`src/rtl/core/three_level_priority_ticket_queue_unit_defines.svh`:
```
// Assertion helpers for the ticket queue unit.
`ifndef THREE_LEVEL_PRIORITY_TICKET_QUEUE_UNIT_DEFINES_SVH
`define THREE_LEVEL_PRIORITY_TICKET_QUEUE_UNIT_DEFINES_SVH

// Check a property on the rising clock edge, off while reset is held.
`define TPQ_ASSERT(lbl, clk, rstn, prop, msg) \
  lbl: assert property (@(posedge clk) disable iff (!rstn) prop) else $error(msg);

// Check that an expression never holds.
`define TPQ_ASSERT_NEVER(lbl, clk, rstn, expr, msg) \
  lbl: assert property (@(posedge clk) disable iff (!rstn) !(expr)) else $error(msg);

`endif

```
`src/rtl/core/tpq_pkg.sv`:
```
package tpq_pkg;

  typedef enum logic [1:0] {
    CMD_REGISTER = 2'd0,
    CMD_PROMOTE  = 2'd1,
    CMD_SERVE    = 2'd2,
    CMD_LOOKUP   = 2'd3
  } cmd_e;

  typedef enum logic [2:0] {
    ST_OK        = 3'd0,
    ST_DUP       = 3'd1,
    ST_FULL      = 3'd2,
    ST_NOTFOUND  = 3'd3,
    ST_BADLEVEL  = 3'd4,
    ST_EMPTY     = 3'd5
  } status_e;

  localparam logic [1:0] LVL_NONE = 2'd0;
  localparam logic [1:0] LVL_HIGH = 2'd1;
  localparam logic [1:0] LVL_MED  = 2'd2;
  localparam logic [1:0] LVL_LOW  = 2'd3;

  typedef struct packed {
    cmd_e               cmd;
    logic signed [31:0] ticket_id;
    logic [11:0]        arrival_hhmm;
    logic [2:0]         new_level;
  } req_t;

  typedef struct packed {
    status_e            status;
    logic signed [31:0] out_id;
    logic [11:0]        out_hhmm;
    logic [1:0]         out_level;
  } rsp_t;

  typedef struct packed {
    logic        valid;
    logic [31:0] id;
    logic [11:0] hhmm;
    logic [1:0]  level;
    logic [31:0] stamp;
  } entry_t;

  typedef struct packed {
    logic clr;
    logic vld;
  } scan_ctl_t;

  // Queue order inside one level: low is pure arrival order, the others sort on time first.
  function automatic logic precedes(entry_t a, entry_t b, logic low);
    logic r;
    if (!low && a.hhmm != b.hhmm) begin
      r = a.hhmm < b.hhmm;
    end else begin
      r = a.stamp < b.stamp;
    end
    return r;
  endfunction

endpackage

```
`src/rtl/core/three_level_priority_ticket_queue_unit.sv`:
```
// Channel   Direction  Payload  Handshake
// request   in         req_t    in_valid_i / in_stall_o
// response  out        rsp_t    out_valid_o / out_stall_i
//
// Each request passes through one accept step, one memory read per slot, one step to
// drain the read pipeline and one write-back step.
// After reset a clearing pass over every slot empties the table memory;
// requests are stalled until it completes.
// A result that waits in the output register holds the write-back, and with it
// the next request, until the waiting result is taken.
`include "three_level_priority_ticket_queue_unit_defines.svh"

module three_level_priority_ticket_queue_unit import tpq_pkg::*; #(
  parameter int unsigned TABLE_DEPTH = 32
) (
  input  logic clk_i,
  input  logic rst_ni,
  input  logic in_valid_i,
  output logic in_stall_o,
  input  req_t in_req_i,
  output logic out_valid_o,
  input  logic out_stall_i,
  output rsp_t out_rsp_o
);

  localparam int unsigned AW = $clog2(TABLE_DEPTH);
  localparam logic [AW:0] CntEnd  = (AW + 1)'(TABLE_DEPTH);
  localparam logic [AW:0] CntLast = (AW + 1)'(TABLE_DEPTH - 1);

  typedef enum logic [3:0] {
    S_CLEAR  = 4'b0001,
    S_IDLE   = 4'b0010,
    S_SCAN   = 4'b0100,
    S_FINISH = 4'b1000
  } state_e;

  state_e        state_q, state_d;
  logic [AW:0]   cnt_q, cnt_d;
  req_t          req_q;
  logic [31:0]   ctr_q;
  logic          rd_vld_q;
  logic [AW-1:0] rd_idx_q;
  logic          out_valid_q;
  rsp_t          out_rsp_q;

  logic          accept, out_free, fin;
  logic          mem_we, mem_re;
  logic [AW-1:0] mem_waddr;
  entry_t        mem_wdata, mem_rdata;
  scan_ctl_t     scan_ctl;

  logic          match, free, pick;
  logic [AW-1:0] match_idx, free_idx, pick_idx;
  entry_t        match_ent, pick_ent;

  logic          fin_we, fin_bump;
  logic [AW-1:0] fin_addr;
  entry_t        fin_data;
  rsp_t          rsp_d;

  assign accept   = in_valid_i && !in_stall_o;
  assign in_stall_o = (state_q != S_IDLE);
  assign out_free = !out_valid_q || !out_stall_i;
  assign fin      = (state_q == S_FINISH) && out_free;
  assign mem_re   = (state_q == S_SCAN) && (cnt_q != CntEnd);

  always_comb begin
    state_d = state_q;
    cnt_d   = cnt_q;
    case (state_q)
      S_CLEAR: begin
        cnt_d = cnt_q + 1'b1;
        if (cnt_q == CntLast) begin
          state_d = S_IDLE;
          cnt_d   = '0;
        end
      end
      S_IDLE: begin
        if (accept) begin
          state_d = S_SCAN;
          cnt_d   = '0;
        end
      end
      S_SCAN: begin
        if (cnt_q == CntEnd) begin
          state_d = S_FINISH;
        end else begin
          cnt_d = cnt_q + 1'b1;
        end
      end
      S_FINISH: begin
        if (out_free) begin
          state_d = S_IDLE;
        end
      end
      default: begin
        state_d = S_IDLE;
      end
    endcase
  end

  always_ff @(posedge clk_i or negedge rst_ni) begin
    if (!rst_ni) begin
      state_q     <= S_CLEAR;
      cnt_q       <= '0;
      ctr_q       <= '0;
      rd_vld_q    <= 1'b0;
      out_valid_q <= 1'b0;
    end else begin
      state_q  <= state_d;
      cnt_q    <= cnt_d;
      rd_vld_q <= mem_re;
      if (fin_bump) begin
        ctr_q <= ctr_q + 1'b1;
      end
      if (fin) begin
        out_valid_q <= 1'b1;
      end else if (!out_stall_i) begin
        out_valid_q <= 1'b0;
      end
    end
  end

  always_ff @(posedge clk_i) begin
    rd_idx_q <= cnt_q[AW-1:0];
    if (accept) begin
      req_q <= in_req_i;
    end
    if (fin) begin
      out_rsp_q <= rsp_d;
    end
  end

  assign scan_ctl.clr = accept;
  assign scan_ctl.vld = rd_vld_q;

  // Write-back decision for the request once the table walk is done.
  always_comb begin
    rsp_d    = '{status: ST_OK, out_id: '0, out_hhmm: '0, out_level: LVL_NONE};
    fin_we   = 1'b0;
    fin_bump = 1'b0;
    fin_addr = match_idx;
    fin_data = match_ent;
    case (req_q.cmd)
      CMD_REGISTER: begin
        if (match) begin
          rsp_d.status = ST_DUP;
        end else if (!free) begin
          rsp_d.status = ST_FULL;
        end else begin
          fin_we   = 1'b1;
          fin_bump = 1'b1;
          fin_addr = free_idx;
          fin_data = '{valid: 1'b1, id: req_q.ticket_id, hhmm: req_q.arrival_hhmm,
                       level: LVL_LOW, stamp: ctr_q};
        end
      end
      CMD_PROMOTE: begin
        if (!match || match_ent.level != LVL_LOW) begin
          rsp_d.status = ST_NOTFOUND;
        end else if (req_q.new_level == {1'b0, LVL_HIGH} ||
                     req_q.new_level == {1'b0, LVL_MED}) begin
          fin_we         = 1'b1;
          fin_bump       = 1'b1;
          fin_data.level = req_q.new_level[1:0];
          fin_data.stamp = ctr_q;
        end else if (req_q.new_level != {1'b0, LVL_LOW}) begin
          rsp_d.status = ST_BADLEVEL;
        end
      end
      CMD_SERVE: begin
        if (!pick) begin
          rsp_d.status = ST_EMPTY;
        end else begin
          rsp_d.out_id    = pick_ent.id;
          rsp_d.out_hhmm  = pick_ent.hhmm;
          rsp_d.out_level = pick_ent.level;
          fin_we          = 1'b1;
          fin_addr        = pick_idx;
          fin_data        = pick_ent;
          fin_data.valid  = 1'b0;
        end
      end
      CMD_LOOKUP: begin
        if (!match) begin
          rsp_d.status = ST_NOTFOUND;
        end else begin
          rsp_d.out_id    = match_ent.id;
          rsp_d.out_hhmm  = match_ent.hhmm;
          rsp_d.out_level = match_ent.level;
        end
      end
      default: begin
        rsp_d.status = ST_OK;
      end
    endcase
    if (!fin) begin
      fin_we   = 1'b0;
      fin_bump = 1'b0;
    end
  end

  // Reads and writes never share a cycle: writes happen only while clearing or on write-back.
  always_comb begin
    if (state_q == S_CLEAR) begin
      mem_we    = 1'b1;
      mem_waddr = cnt_q[AW-1:0];
      mem_wdata = '0;
    end else begin
      mem_we    = fin_we;
      mem_waddr = fin_addr;
      mem_wdata = fin_data;
    end
  end

  tpq_mem #(
    .DEPTH (TABLE_DEPTH),
    .AW    (AW)
  ) u_mem (
    .clk_i   (clk_i),
    .we_i    (mem_we),
    .waddr_i (mem_waddr),
    .wdata_i (mem_wdata),
    .re_i    (mem_re),
    .raddr_i (cnt_q[AW-1:0]),
    .rdata_o (mem_rdata)
  );

  tpq_scan #(
    .AW (AW)
  ) u_scan (
    .clk_i       (clk_i),
    .rst_ni      (rst_ni),
    .ctl_i       (scan_ctl),
    .idx_i       (rd_idx_q),
    .ent_i       (mem_rdata),
    .id_i        (req_q.ticket_id),
    .match_o     (match),
    .match_idx_o (match_idx),
    .match_ent_o (match_ent),
    .free_o      (free),
    .free_idx_o  (free_idx),
    .pick_o      (pick),
    .pick_idx_o  (pick_idx),
    .pick_ent_o  (pick_ent)
  );

  assign out_valid_o = out_valid_q;
  assign out_rsp_o   = out_rsp_q;

  `TPQ_ASSERT(a_rsp_from_finish, clk_i, rst_ni, $rose(out_valid_q) |-> $past(state_q == S_FINISH), "response without write-back")
  `TPQ_ASSERT(a_ctr_hold, clk_i, rst_ni, (state_q != S_FINISH) |=> (ctr_q == $past(ctr_q)), "order counter moved outside write-back")
  `TPQ_ASSERT_NEVER(a_no_rw_overlap, clk_i, rst_ni, mem_we && mem_re, "table read and write in one cycle")

endmodule

```
`src/rtl/core/tpq_mem.sv`:
```
module tpq_mem import tpq_pkg::*; #(
  parameter int unsigned DEPTH = 32,
  parameter int unsigned AW    = 5
) (
  input  logic          clk_i,
  input  logic          we_i,
  input  logic [AW-1:0] waddr_i,
  input  entry_t        wdata_i,
  input  logic          re_i,
  input  logic [AW-1:0] raddr_i,
  output entry_t        rdata_o
);

  entry_t mem_q [DEPTH];
  entry_t rdata_q;

  always_ff @(posedge clk_i) begin
    if (we_i) begin
      mem_q[waddr_i] <= wdata_i;
    end
  end

  always_ff @(posedge clk_i) begin
    if (re_i) begin
      rdata_q <= mem_q[raddr_i];
    end
  end

  assign rdata_o = rdata_q;

endmodule

```
`src/rtl/core/tpq_scan.sv`:
```
module tpq_scan import tpq_pkg::*; #(
  parameter int unsigned AW = 5
) (
  input  logic          clk_i,
  input  logic          rst_ni,
  input  scan_ctl_t     ctl_i,
  input  logic [AW-1:0] idx_i,
  input  entry_t        ent_i,
  input  logic [31:0]   id_i,
  output logic          match_o,
  output logic [AW-1:0] match_idx_o,
  output entry_t        match_ent_o,
  output logic          free_o,
  output logic [AW-1:0] free_idx_o,
  output logic          pick_o,
  output logic [AW-1:0] pick_idx_o,
  output entry_t        pick_ent_o
);

  logic          match_q;
  logic [AW-1:0] match_idx_q;
  entry_t        match_ent_q;
  logic          free_q;
  logic [AW-1:0] free_idx_q;
  // One front candidate per level: lane 0 high, 1 medium, 2 low.
  logic          best_q     [3];
  logic [AW-1:0] best_idx_q [3];
  entry_t        best_ent_q [3];

  always_ff @(posedge clk_i or negedge rst_ni) begin
    if (!rst_ni) begin
      match_q <= 1'b0;
      free_q  <= 1'b0;
      for (int l = 0; l < 3; l++) begin
        best_q[l] <= 1'b0;
      end
    end else if (ctl_i.clr) begin
      match_q <= 1'b0;
      free_q  <= 1'b0;
      for (int l = 0; l < 3; l++) begin
        best_q[l] <= 1'b0;
      end
    end else if (ctl_i.vld) begin
      if (ent_i.valid && ent_i.id == id_i) begin
        match_q <= 1'b1;
      end
      if (!ent_i.valid && !free_q) begin
        free_q <= 1'b1;
      end
      for (int l = 0; l < 3; l++) begin
        if (ent_i.valid && ent_i.level == 2'(l + 1) &&
            (!best_q[l] || precedes(ent_i, best_ent_q[l], l == 2))) begin
          best_q[l] <= 1'b1;
        end
      end
    end
  end

  always_ff @(posedge clk_i) begin
    if (ctl_i.vld) begin
      if (ent_i.valid && ent_i.id == id_i) begin
        match_idx_q <= idx_i;
        match_ent_q <= ent_i;
      end
      if (!ent_i.valid && !free_q) begin
        free_idx_q <= idx_i;
      end
      for (int l = 0; l < 3; l++) begin
        if (ent_i.valid && ent_i.level == 2'(l + 1) &&
            (!best_q[l] || precedes(ent_i, best_ent_q[l], l == 2))) begin
          best_idx_q[l] <= idx_i;
          best_ent_q[l] <= ent_i;
        end
      end
    end
  end

  assign match_o     = match_q;
  assign match_idx_o = match_idx_q;
  assign match_ent_o = match_ent_q;
  assign free_o      = free_q;
  assign free_idx_o  = free_idx_q;

  always_comb begin
    pick_o     = 1'b0;
    pick_idx_o = best_idx_q[2];
    pick_ent_o = best_ent_q[2];
    if (best_q[0]) begin
      pick_o     = 1'b1;
      pick_idx_o = best_idx_q[0];
      pick_ent_o = best_ent_q[0];
    end else if (best_q[1]) begin
      pick_o     = 1'b1;
      pick_idx_o = best_idx_q[1];
      pick_ent_o = best_ent_q[1];
    end else if (best_q[2]) begin
      pick_o     = 1'b1;
    end
  end

endmodule
```
`config.mk`:
```
export PLATFORM = sky130hd
export DESIGN_NAME = three_level_priority_ticket_queue_unit
export DESIGN_NICKNAME = d
export VERILOG_FILES = /design/src/rtl/core/tpq_pkg.sv /design/src/rtl/core/three_level_priority_ticket_queue_unit.sv /design/src/rtl/core/tpq_mem.sv /design/src/rtl/core/tpq_scan.sv
export VERILOG_INCLUDE_DIRS = /design/src /design/src/rtl/core
export SDC_FILE = /design/constraint.sdc
export NUM_CORES = 2
export LEC_CHECK = 0
export ABC_CLOCK_PERIOD_IN_PS = 16100
export BUFFER_PORTS_ARGS = -buffer_cell sky130_fd_sc_hd__buf_2
export CORE_AREA = 3 3 499 551
export DETAILED_ROUTE_END_ITERATION = 10
export DIE_AREA = 0 0 502 554
export MAX_ROUTING_LAYER = met4
export SKIP_LAST_GASP = 1
export SYNTH_ARGS = -nofsm -noshare
export SYNTH_HDL_FRONTEND = slang
export SYNTH_SLANG_ARGS = --single-unit
```
`constraint.sdc`:
```
create_clock -name clk_i -period 16.1 [get_ports clk_i]
set_input_delay 4.83 -clock clk_i [delete_from_list [all_inputs] [get_ports clk_i]]
set_output_delay 4.83 -clock clk_i [all_outputs]
set_load 0.03 [all_outputs]
```
==> summary.md <==
| Metric | Value |
|---|---|
| Outcome | finished clean |
| Critical path type | in -> reg |
| Clock buffer count from CTS | around 310 |
| RSZ-0062 raised after global routing | false |
| Setup TNS | 0 ns |
| Mux contribution to synthesized area | roughly 16% |
| CTS H-tree lvls | 5 |
| Std cell rows | 200 |
| First DRT Iteration DRCs | 7275 |
| Register area | 92730 sq um |
| Hold Path Origin | ctr_q[18] |
| Die Area | 278100 sq um |
| Core area | 269500 sq um |
| Max_slew headroom | 18.35% |
| Initial core utilization | 44.92% |
| Final wirelength | approximately 320 mm |
| Final HPWL DP | 186.1 mm |
| IO Pins | 104 |
| Yosys warning total | 0 |
| Reg2reg start | u_scan.best_q[1] |
| Worst-path clk slew | 0.06 ns |
| Commonest non-fill, non-tap cell in the layout | edfxtp_1 |
| Crit path max fanout | between 40 and 50 |
| Cts hold-fix bufs | 0 |
| Post-route ant nets | 0 |
| Share of Yosys cell area claimed by the top area cell type | 75.48% |
| CTS Buffer Depth | 4 |
| Ys async rst share | approximately 1.6% |
| Synth Flop Type | edfxtp_1 |
| Final net count | 6087 |
| DRC Markers | 0 |
| Largest net degree at the start of global routing | 142 |
| Initial antenna violation count | 19 |
| Post-route cell area | 136700 sq um |
| CTS tree | done |
| IO Port Bufs | 103 |
| Max-cap viol count | 0 |
| Total Routing Usage GR | 23.56% |
| Reg2Reg Depth | 9 |
| R2R setup slack | 9.68 ns |
| Sink Count | around 3.1k |
| Seq/Total Area, Yosys | between 70% and 80% |
| Pwr/cell area | 165.2 nW/um^2 |
| Via-to-Cell Ratio | 6.100 |
| Top cells by area in the synthesized netlist | edfxtp_1 (75%), mux4_2 (15%), ha_1 (1.2%) |
| Fmax | 125.3 MHz |
| Leak Pwr | ~43 nW |
| Area after DPL | approximately 130000 sq um |
| EDFF count, synth | 3043 |
| Routed wire length per instance | roughly 33 microns |
| Post-CTS setup buffers | 0 |
| Placed insts | between 9k and 10k |
| Worst reg2reg endpoint | u_mem.mem_q[16][6] |
| Kind of start point of the critical path | input pin |
| Netlist cell types | 70 |
| Fin. Hold Viols | 0 |
| Slew @ Worst Pin | approximately 1.2 ns |
| Max Slew Vio Count | 0 |
| Fin crit share | 49.56% |
| Post-synthesis compound-gate area fraction | under 10% |
| Max VDD drop | 0.0001403 V |
| Non-filler instance count after layout | 9700 |
| Clk_skew | approximately 0.042 ns |
| Multi-input gate area | 27600 sq um |
| Xor and xnor area share after synthesis | 0.4919% |
| Largest family of logic cells by synthesized area | multiplexers |
| Adder-cell share of the synthesized area | between 1 and 1.5% |
| Vias in the first global route | between 50k and 60k |
| Hold WC Path Type | reg -> reg |
| Worst-Skew Late Latency | 0.87 ns |
| Final setup fails | 0 |
| First-pass GRT wire length | 453.3 mm |
| Simple-Gate Fraction of Synth Area | 2.445% |
| Die Wd | 502 microns |
| Area leader, netlist | edfxtp_1 |
| Overflow after GRT | 0 |
| Share of cells above drive strength 1 | 27.65% |
| Crit end category | flip-flop |
| Die height | between 500 and 600 microns |
| Routability congestion estimate | 0.8283 |
| Post-synthesis sequential element count | 3097 |
| Syn_nets | 5797 |
| Worst Hold Path EP | ctr_q[18] |
| Area delta synth->final | 12.94% |
| Hold depth | 1 |
| Synth Instances | 5624 |
| Most frequent cells in the layout | edfxtp_1 (3043), mux4_2 (790), clkbuf_16 (313) |
| Syn_area_per_cell | ~22 sq um |
| Critical Path RT | ~17 ns |
| Tmin final | between 7 and 8 ns |
| Syn Std Cell Area | 121100 sq um |
| Initial DRT Pass Iterations | 5 |
| Via count | 59.17k |
| Critical Path Start | out_stall_i |
| Worst EP arrival | 8.44 ns |
| CTS Root Cell | clkbuf_16 |
| Fillers | 20.98k |
| Resized cells post-CTS | 0 |
[registers in the layout, indices dropped and copies added (netlist names), 6 cells and up]
signal / cells
u_scan.best_ent_q: 234
u_scan.match_ent_o: 79
u_mem.rdata_o: 79
cnt_q: 6
u_scan.best_idx_q: 15
ctr_q: 32
u_mem.mem_q: 2528
out_rsp_o: 49
req_q: 49
[Yosys cell counts (3+ instances only)]
| cell | instances |
|---|---|
| a211oi_1 | 5 |
| a21o_1 | 18 |
| a21oi_1 | 76 |
| a221oi_1 | 6 |
| a31o_2 | 32 |
| a31oi_1 | 81 |
| and2_1 | 6 |
| and3_1 | 16 |
| and4_1 | 5 |
| buf_1 | 31 |
| buf_2 | 56 |
| buf_4 | 20 |
| clkbuf_1 | 166 |
| clkinv_1 | 3 |
| dfrtp_1 | 48 |
| dfxtp_1 | 5 |
| edfxtp_1 | 3043 |
| ha_1 | 120 |
| inv_1 | 130 |
| mux2_2 | 80 |
| mux2i_1 | 49 |
| mux4_2 | 790 |
| nand2_1 | 293 |
| nand2b_1 | 10 |
| nand3_1 | 109 |
| nand4_1 | 31 |
| nor2_1 | 113 |
| nor2b_1 | 8 |
| nor3_1 | 13 |
| nor3b_1 | 3 |
| nor4_1 | 14 |
| nor4b_1 | 3 |
| o211ai_1 | 49 |
| o21a_1 | 5 |
| o21ai_0 | 60 |
| o22ai_1 | 6 |
| o31ai_1 | 4 |
| o41ai_1 | 3 |
| or2_2 | 4 |
| or3_1 | 4 |
| xnor2_1 | 23 |
| xor2_1 | 45 |
[metrics by stage]
stage	hold WS [ns]	worst slack, ns	total power, W	util, %
2_1_floorplan	0.3600	5.080	0.01368	-
3_3_place_gp	0.4892	7.268	0.01573	47.11
3_5_place_dp	0.4938	7.206	0.01579	47.11
4_1_cts	0.5054	8.102	0.02282	50.73
5_1_grt	0.5147	8.026	0.02342	50.73
6_report	0.5014	8.120	0.02259	50.74
[cell families (layout without fill, tap and decap cells)]
| group | count (synthesis) | after routing |
|---|---|---|
| compound gates | 367 | 367 |
| xor+xnor | 68 | 68 |
| fa+ha+maj | 120 | 120 |
| buf+inv | 408 | 943 |
| flops | 3097 | 3097 |
| mux | 919 | 919 |
| other cells | 0 | 6 |
| simple gates | 645 | 645 |
[worst max-delay path, cell delays in order]
cell and delay [ns]:
buf_2 0.13, a21oi_4 0.13, buf_4 0.31, o311ai_2 0.20
o31ai_1 0.31, o221ai_2 0.47, nor2_4 0.77, buf_4 0.40
buf_4 0.75
[report_power, final]
group | internal (W) | switching (W)
clock | 0.00403 | 0.00300
sequential | 0.00977 | 0.000251
combinational | 0.00223 | 0.00331
[cell type report]
class	instances	share of cell area (%)
flip-flops and latches	3097	67.82
multi-input cells	2119	20.19
clock buffers	385	5.955
well taps	3535	3.235
repair buffers	254	1.252
clock inverters	171	1.174
inverters	133	0.3724
diodes	6	0.01098
[routing by layer]
metal	wire length, microns	up-vias	track usage (%)
li1	-	24010	-
met1	132400	32270	33.21
met2	155500	2488	36.94
met3	23080	393	3.221
met4	6946	0	5.378
met5	0	-	-
[how the worst max path moves through the flow]
stage / to / slack (ns)
2_1_floorplan: u_mem.mem_q[20][0] / 5.08
3_3_place_gp: u_mem.mem_q[16][1] / 7.27
3_5_place_dp: u_mem.mem_q[16][9] / 7.21
4_1_cts: u_mem.mem_q[16][11] / 8.10
5_1_grt: u_mem.mem_q[16][6] / 8.03
6_report: u_mem.mem_q[4][0] / 8.12
No activity file was read; power rests on OpenSTA's default activity.
